**src/rtl/core/ohsm_pkg.sv**
```systemverilog
package ohsm_pkg;

    // operation codes
    localparam logic [1:0] OP_ADD_FIRST  = 2'd0;
    localparam logic [1:0] OP_ADD_SECOND = 2'd1;
    localparam logic [1:0] OP_COMPUTE    = 2'd2;

    localparam int unsigned OP_BITS    = 2;
    localparam int unsigned ANGLE_BITS = 17;
    localparam int unsigned SHIFT_BITS = 5;
    localparam logic [ANGLE_BITS-1:0] ANGLE_SPAN = 17'd92160;

    typedef enum logic [2:0] {
        ST_CLEAR,
        ST_IDLE,
        ST_SCAN,
        ST_DRAIN,
        ST_DONE
    } t_state;

    // controller to datapath
    typedef struct packed {
        logic clear_step;   // write zero at clear address
        logic sample;       // accept sample write
        logic scan_start;   // begin a scan for current shift
        logic scan_step;    // issue one bin read
        logic shift_done;   // fold finished score into best
        logic result_load;  // capture result register
    } t_cmd;

    // datapath to controller
    typedef struct packed {
        logic clear_last;
        logic scan_last;
        logic drain_done;
        logic empty;
        logic exact;
        logic last_shift;
        logic sample_busy;  // bin read-modify-write in flight
    } t_sts;

endpackage

```
**src/rtl/core/ohsm_ctrl.sv**
```systemverilog
module ohsm_ctrl (
    input  logic          i_clk,
    input  logic          i_rst_n,
    input  logic          i_in_valid,
    input  logic [1:0]    i_in_op,
    output logic          o_in_ready,
    output logic          o_out_valid,
    input  logic          i_out_ready,
    output ohsm_pkg::t_cmd o_cmd,
    input  ohsm_pkg::t_sts i_sts
);
    import ohsm_pkg::*;

    t_state r_state, n_state;
    logic   r_valid, n_valid;
    logic   w_take;

    // samples and compute are taken only in idle, once the last bin update is written
    assign o_in_ready  = (r_state == ST_IDLE) && !i_sts.sample_busy;
    assign o_out_valid = r_valid;
    assign w_take      = i_in_valid && o_in_ready;

    always_ff @(posedge i_clk) begin
        if (!i_rst_n) begin
            r_state <= ST_CLEAR;
            r_valid <= 1'b0;
        end else begin
            r_state <= n_state;
            r_valid <= n_valid;
        end
    end

    // next state
    always_comb begin
        n_state = r_state;
        unique case (r_state)
            ST_CLEAR: if (i_sts.clear_last) n_state = ST_IDLE;
            ST_IDLE: begin
                if (w_take && i_in_op == OP_COMPUTE) begin
                    n_state = i_sts.empty ? ST_DONE : ST_SCAN;
                end
            end
            ST_SCAN:  if (i_sts.scan_last) n_state = ST_DRAIN;
            ST_DRAIN: begin
                if (i_sts.drain_done) begin
                    n_state = (i_sts.exact || i_sts.last_shift) ? ST_DONE : ST_SCAN;
                end
            end
            ST_DONE: begin
                // wait for result slot to be free
                if (!r_valid || i_out_ready) n_state = ST_CLEAR;
            end
            default: n_state = ST_CLEAR;
        endcase
    end

    // outputs
    always_comb begin
        o_cmd = '0;
        n_valid = r_valid && !i_out_ready;
        unique case (r_state)
            ST_CLEAR: o_cmd.clear_step = 1'b1;
            ST_IDLE: begin
                // unknown operation is taken and dropped
                o_cmd.sample = w_take &&
                               (i_in_op == OP_ADD_FIRST || i_in_op == OP_ADD_SECOND);
                o_cmd.scan_start = w_take && i_in_op == OP_COMPUTE;
            end
            ST_SCAN:  o_cmd.scan_step = 1'b1;
            ST_DRAIN: o_cmd.shift_done = i_sts.drain_done;
            ST_DONE: begin
                if (!r_valid || i_out_ready) begin
                    o_cmd.result_load = 1'b1;
                    n_valid = 1'b1;
                end
            end
            default: o_cmd = '0;
        endcase
    end

`ifndef SYNTHESIS
    a_ready_idle: assert property (@(posedge i_clk) disable iff (!i_rst_n)
        o_in_ready |-> !$past(o_cmd.result_load))
        else $error("accepted input right after result load");
    a_load_valid: assert property (@(posedge i_clk) disable iff (!i_rst_n)
        o_cmd.result_load |=> r_valid)
        else $error("result lost after load");
    a_done_clear: assert property (@(posedge i_clk) disable iff (!i_rst_n)
        o_cmd.result_load |=> r_state == ST_CLEAR)
        else $error("stores not cleared after compute");
`endif
endmodule

```
**config.mk**
```make
export PLATFORM = sky130hd
export DESIGN_NAME = ohsm_ctrl
export DESIGN_NICKNAME = d
export VERILOG_FILES = /design/src/rtl/core/ohsm_pkg.sv /design/src/rtl/core/ohsm_ctrl.sv
export SDC_FILE = /design/constraint.sdc
export NUM_CORES = 1
export LEC_CHECK = 0
export BUFFER_PORTS_ARGS = -buffer_cell sky130_fd_sc_hd__buf_2
export CAP_MARGIN = 10
export CORE_AREA = 5 5 42 44
export DETAILED_ROUTE_END_ITERATION = 12
export DIE_AREA = 0 0 47 49
export SLEW_MARGIN = 20
export SYNTH_ARGS = -nofsm -noshare
export SYNTH_HDL_FRONTEND = slang
export SYNTH_SLANG_ARGS = --single-unit
```
**constraint.sdc**
```tcl
create_clock -name i_clk -period 1.59 [get_ports i_clk]
set_input_delay 0.318 -clock i_clk [delete_from_list [all_inputs] [get_ports i_clk]]
set_output_delay 0.318 -clock i_clk [all_outputs]
set_load 0.005 [all_outputs]
```
After elaboration in Yosys (flattened, before gate mapping)
Index checks and enable logic that the tools add are counted.
- register bits: 4
- output and inout port bits: 8
- bits in writable memories: 0
- input bits: 13
- memories: 0
- bits in latches: 0
- bits in read-only memories: 0
- multipliers: 0
- $add $sub $neg: 0
- equality and inequality tests: 11
- mux-type cells: 16
- bitwise gates (word level): 0
- magnitude comparators: 0
- reduce and logical (&&, ||, !) cells: 14
- shifts and indexed selects: 0
- div/mod/pow operators: 0
- operators with widths (kind ; count):
    2-to-1 mux 3 bit ; 7
    case mux 3 bit (5 select lines) ; 1
    != test 2 bit (second input constant) ; 4
    2-to-1 mux 1 bit ; 7
    == test 3 x 2 -> 1 bit (second input constant) ; 2
    logical AND 1 bit ; 5
    AND reduction 5 bit ; 1
    == test 3 x 1 -> 1 bit (second input constant) ; 1
    == test 3 bit (second input constant) ; 1
    zero test 1 bit ; 3
    zero test 3 bit ; 1
    logical OR 1 bit ; 3
    == test 2 x 1 -> 1 bit (second input constant) ; 1
    == test 2 bit (second input constant) ; 1
    zero test 2 bit ; 1
    2-to-1 mux 2 bit ; 1
    != test 2 x 1 -> 1 bit (second input constant) ; 1

Logic depth before layout (Yosys ltp)
- depth after elaboration: 6
- mapped depth: 5
- depth with buffers taken out: 4

Least setup slack after synthesis
OpenSTA, ideal clock, no wires.
- path kind: in2reg
- start point: in i_in_op[0]
- end point: reg r_state[0]
- cell stages on the path: 4
- library setup time: 116 ps
- data arrival time: 1138 ps
- path slack: 337 ps
- path through: nand4bb_4 > or2_1 > a32o_1 > and3_1
- cells in the longest elaborated chain, start to end: 4
- RTL lines (item ; line ; source):
    start: declaration ; ohsm_ctrl.sv:5 ; input logic [1:0] i_in_op,
    == test 2 bit ; ohsm_ctrl.sv:39 ; if (w_take && i_in_op == OP_COMPUTE) begin
    logical AND 1 bit ; ohsm_ctrl.sv:39 ;
    != test 2 x 1 -> 1 bit (no source line) ; n/a ;
    AND reduction 5 bit (no source line) ; n/a ;
    end signal: assignment ; ohsm_ctrl.sv:28 ; r_state <= n_state;
    end: declaration ; ohsm_ctrl.sv:14 ; t_state r_state, n_state;
Every way passes these cells.
A chain may end at the register's enable or synchronous reset.

==> PnR_summary.wiki <==
{| class="wikitable"
! Metric !! Value
|-
| Run status || complete, no violations
|-
| Insertion delay of the later-clocked pin in the worst-skew pair || 0.23 ns
|-
| Data required, critical path || 1.27 ns
|-
| Transition time of the tightest slew-check pin || around 0.28 ns
|-
| Final Slew Violations || 0
|-
| Core occupancy in the finished layout || 32.8%
|-
| Power per Cell Area || 615 nW/um^2
|-
| Peak fanout along the critical path || 6
|-
| Via count || between 300 and 400
|-
| Final period util || roughly 93%
|-
| Standard cell with the maximum stage delay on the critical path || sky130_fd_sc_hd__dfxtp_1
|-
| Average via count per standard cell || between 4 and 5
|-
| Relative contribution of sequential cells to total power || 39.4%
|-
| Standby leakage power || roughly 0.21 nW
|-
| Flip-flop and latch count after synthesis || 4
|-
| Overall die height || a little under 50 microns
|-
| Max_cap viols || 0
|-
| Share of total power consumed by net switching || 22.6%
|-
| Switching pwr || roughly 0.000064 W
|-
| Number of design rule violations left after detail routing || 0
|-
| Final layout net count || 73
|-
| FMAX || 0.674 GHz
|-
| Largest net degree at the start of global routing || 12
|-
| Synthesized instance count || 36
|-
| Critical path buffer and inverter count || 1
|-
| Dominant delay contributor by cell family on the critical path || simple AND/OR/NAND/NOR gates
|-
| Post-layout minimum cycle time || 1.48 ns
|-
| Commonest non-fill, non-tap cell in the layout || sky130_fd_sc_hd__buf_2
|-
| Storage element area || 82.6 sq um
|-
| Deepest clock path buffer count || 2
|-
| Crit path arrival time || 1.17 ns
|-
| I/O pin count || 21
|-
| Async SR Flop Fraction || 0%
|-
| Fillers || 162
|-
| Post-CTS setup repair buffer count || 0
|-
| Total setup violations reported at the end of the flow || 0
|-
| Clk pwr share || between 40 and 50%
|-
| Number of library cell types mapped by synthesis || 25
|-
| Synthesis Warnings || 0
|-
| Area of the die || 2300 sq um
|-
| Crit Path Class || flip-flop to output pin
|-
| Proportion of layout cells with a drive suffix above 1 || around 53%
|-
| Clk pin slew, worst setup/hold paths || 0.04 ns
|-
| Post-Syn Nets || 49
|-
| # diodes || 0
|-
| Fin Clk Skew || 0.000201 ns
|-
| Mean post-synth cell area || 9.14 sq um
|-
| Setup total negative slack || 0 ns
|-
| Cell-internal power || 0.000219 W
|-
| Wire length of the first global-routing pass || 1.25 mm
|-
| Multi-input gate area || about 220 sq um
|-
| Syn-to-layout area delta || 39.5%
|-
| Netlist area before placement || approximately 330 sq um
|-
| Final weighted congestion in routability-driven placement || roughly 0.66
|-
| Number of levels in the clock H-tree || 1
|-
| 1st-pass router iterations || 3
|-
| IO Port Bufs || 20
|-
| Combinational power share || 17.2%
|-
| Crit path launch type || flip-flop
|-
| Total clock buffers created by CTS || 3
|-
| Primary flip-flop cell chosen by synthesis mapping || sky130_fd_sc_hd__dfxtp_1
|-
| Hold crit path type || input pin to flip-flop
|-
| Leading cell types in the layout, fill and taps excluded || 20 x sky130_fd_sc_hd__buf_2, 4 x sky130_fd_sc_hd__nor2_1, 3 x sky130_fd_sc_hd__clkbuf_4
|-
| Post-detailed-placement half-perimeter wirelength || 648 microns
|-
| Sinks on Clock Net || 4
|-
| Max VDD drop || 338 uV
|-
| Cell Chain, Critical Path || nand2b_2 > nor3_2 > and3b_1 > buf_2
|-
| EDFF count, synth || 0
|-
| TritonCTS clock tree || built
|-
| RSZ-0062 raised after global routing || false
|-
| Kind of capture point of the worst setup path || output pin
|-
| Area of the core || 1400 sq um
|-
| Total wirelength of the detailed-routed design || approximately 810 microns
|-
| Share of the yosys chip area belonging to registers || between 20% and 30%
|-
| CP max stage delay || 0.34 ns
|-
| Slew margin rel. || just over 80%
|-
| Initial drt markers || 4
|-
| Number of placement rows || 14
|-
| Antenna violations before repair || 0
|-
| Global-route congestion overflow total || 0
|-
| Die width || between 40 and 50 microns
|-
| Total count of hold-check failures in the final report || 0
|-
| Vias in the first global route || 298
|-
| Starting utilization of the core area || between 20% and 30%
|-
| Global routing usage summed across all routing layers || ~7.6%
|-
| CTS root buf || sky130_fd_sc_hd__clkbuf_4
|-
| Average wire length per cell after detail routing || 10.9 microns
|-
| Number of hold-repair buffers added at the cts stage || 0
|-
| Detail Route Antenna Nets || 0
|}
sequential cells by signal, summed over array words and instances (netlist names):
register / flops
r_state: 3
o_out_valid: 1
cells by family after synthesis:
| logic type | Yosys count | synth area share, % |
|---|---|---|
| buffers and inverters | 3 | 9.51 |
| and+or+nand+nor | 20 | 44.1 |
| DFF | 4 | 24.3 |
| muxes | 1 | 3.04 |
| AOI/OAI and AO/OA | 8 | 19.0 |
metrics by stage:
| stage | area (sq um) | total power [W] | cells | setup slack (ns) | hold slack [ns] |
|---|---|---|---|---|---|
| 6_report | 459 | 0.000282 | 74 | 0.106 | 0.339 |
| 5_1_grt | 459 | 0.000304 | 74 | 0.0169 | 0.343 |
| 4_1_cts | 453 | 0.000289 | 74 | 0.0359 | 0.333 |
| 3_5_place_dp | 429 | 0.000160 | 71 | 0.202 | 0.571 |
| 3_3_place_gp | 429 | 0.000160 | 71 | 0.202 | 0.570 |
| 2_1_floorplan | 329 | 0.000135 | 36 | 0.337 | 0.436 |
metal layers:
metal	global-route usage [%]	up-vias	wire length, microns
met5	0	-	0
met4	0	0	0
met3	6.64	0	81
met2	10.6	11	369
met1	9.45	161	358
li1	-	177	-
Yosys cell counts, types with 2 or more instances:
library cell | number | area [sq um]
sky130_fd_sc_hd__nor2b_1 | 2 | 12.5
sky130_fd_sc_hd__nor3_1 | 2 | 10.0
sky130_fd_sc_hd__dfxtp_1 | 4 | 80.1
sky130_fd_sc_hd__nor2_1 | 4 | 15.0
sky130_fd_sc_hd__o21a_1 | 2 | 15.0
sky130_fd_sc_hd__nor3b_1 | 2 | 15.0
sky130_fd_sc_hd__nand2_1 | 2 | 7.51
power groups by stage:
stage           logic, W  registers (W)  clock network (W)
2_1_floorplan  0.0000290       0.000106                  0
3_3_place_gp   0.0000476       0.000112                  0
3_5_place_dp   0.0000480       0.000112                  0
4_1_cts        0.0000482       0.000111           0.000130
5_1_grt        0.0000536       0.000112           0.000138
6_report       0.0000486       0.000111           0.000123
what timing repair did:
action / in CTS / in global routing
gates resized for setup: 1 / 2
endpoints found under the hold margin: 0 / 0
endpoints found under the setup margin: 1 / 2
gates cloned: 0 / 0
worst register-to-register path: cells and delay by family (launching register included):
family / cells / cell delay [ns]
and+or+nand+nor: 3 / 0.47
DFF: 1 / 0.40
buffers and inverters: 1 / 0.12
AOI/OAI and AO/OA: 1 / 0.23
worst paths after layout:
path | startpoint | endpoint | slack [ns] | cells after the start
worst max register to register | r_state[2] | r_state[1] | 0.30 | 5
worst max-delay path | r_state[2] | o_cmd[4] | 0.11 | 4
worst min-delay path | i_rst_n | o_out_valid | 0.34 | 2
worst min register to register | r_state[2] | r_state[0] | 0.59 | 2
layout make-up:
class	instances	area share, %
Clock buffer	3	4.90
Inverter	1	0.817
Multi-Input combinational cell	29	48.5
Sequential cell	4	18.0
Tap cell	16	4.36
Timing Repair Buffer	21	23.4
Power figures use the tool's default switching activity.
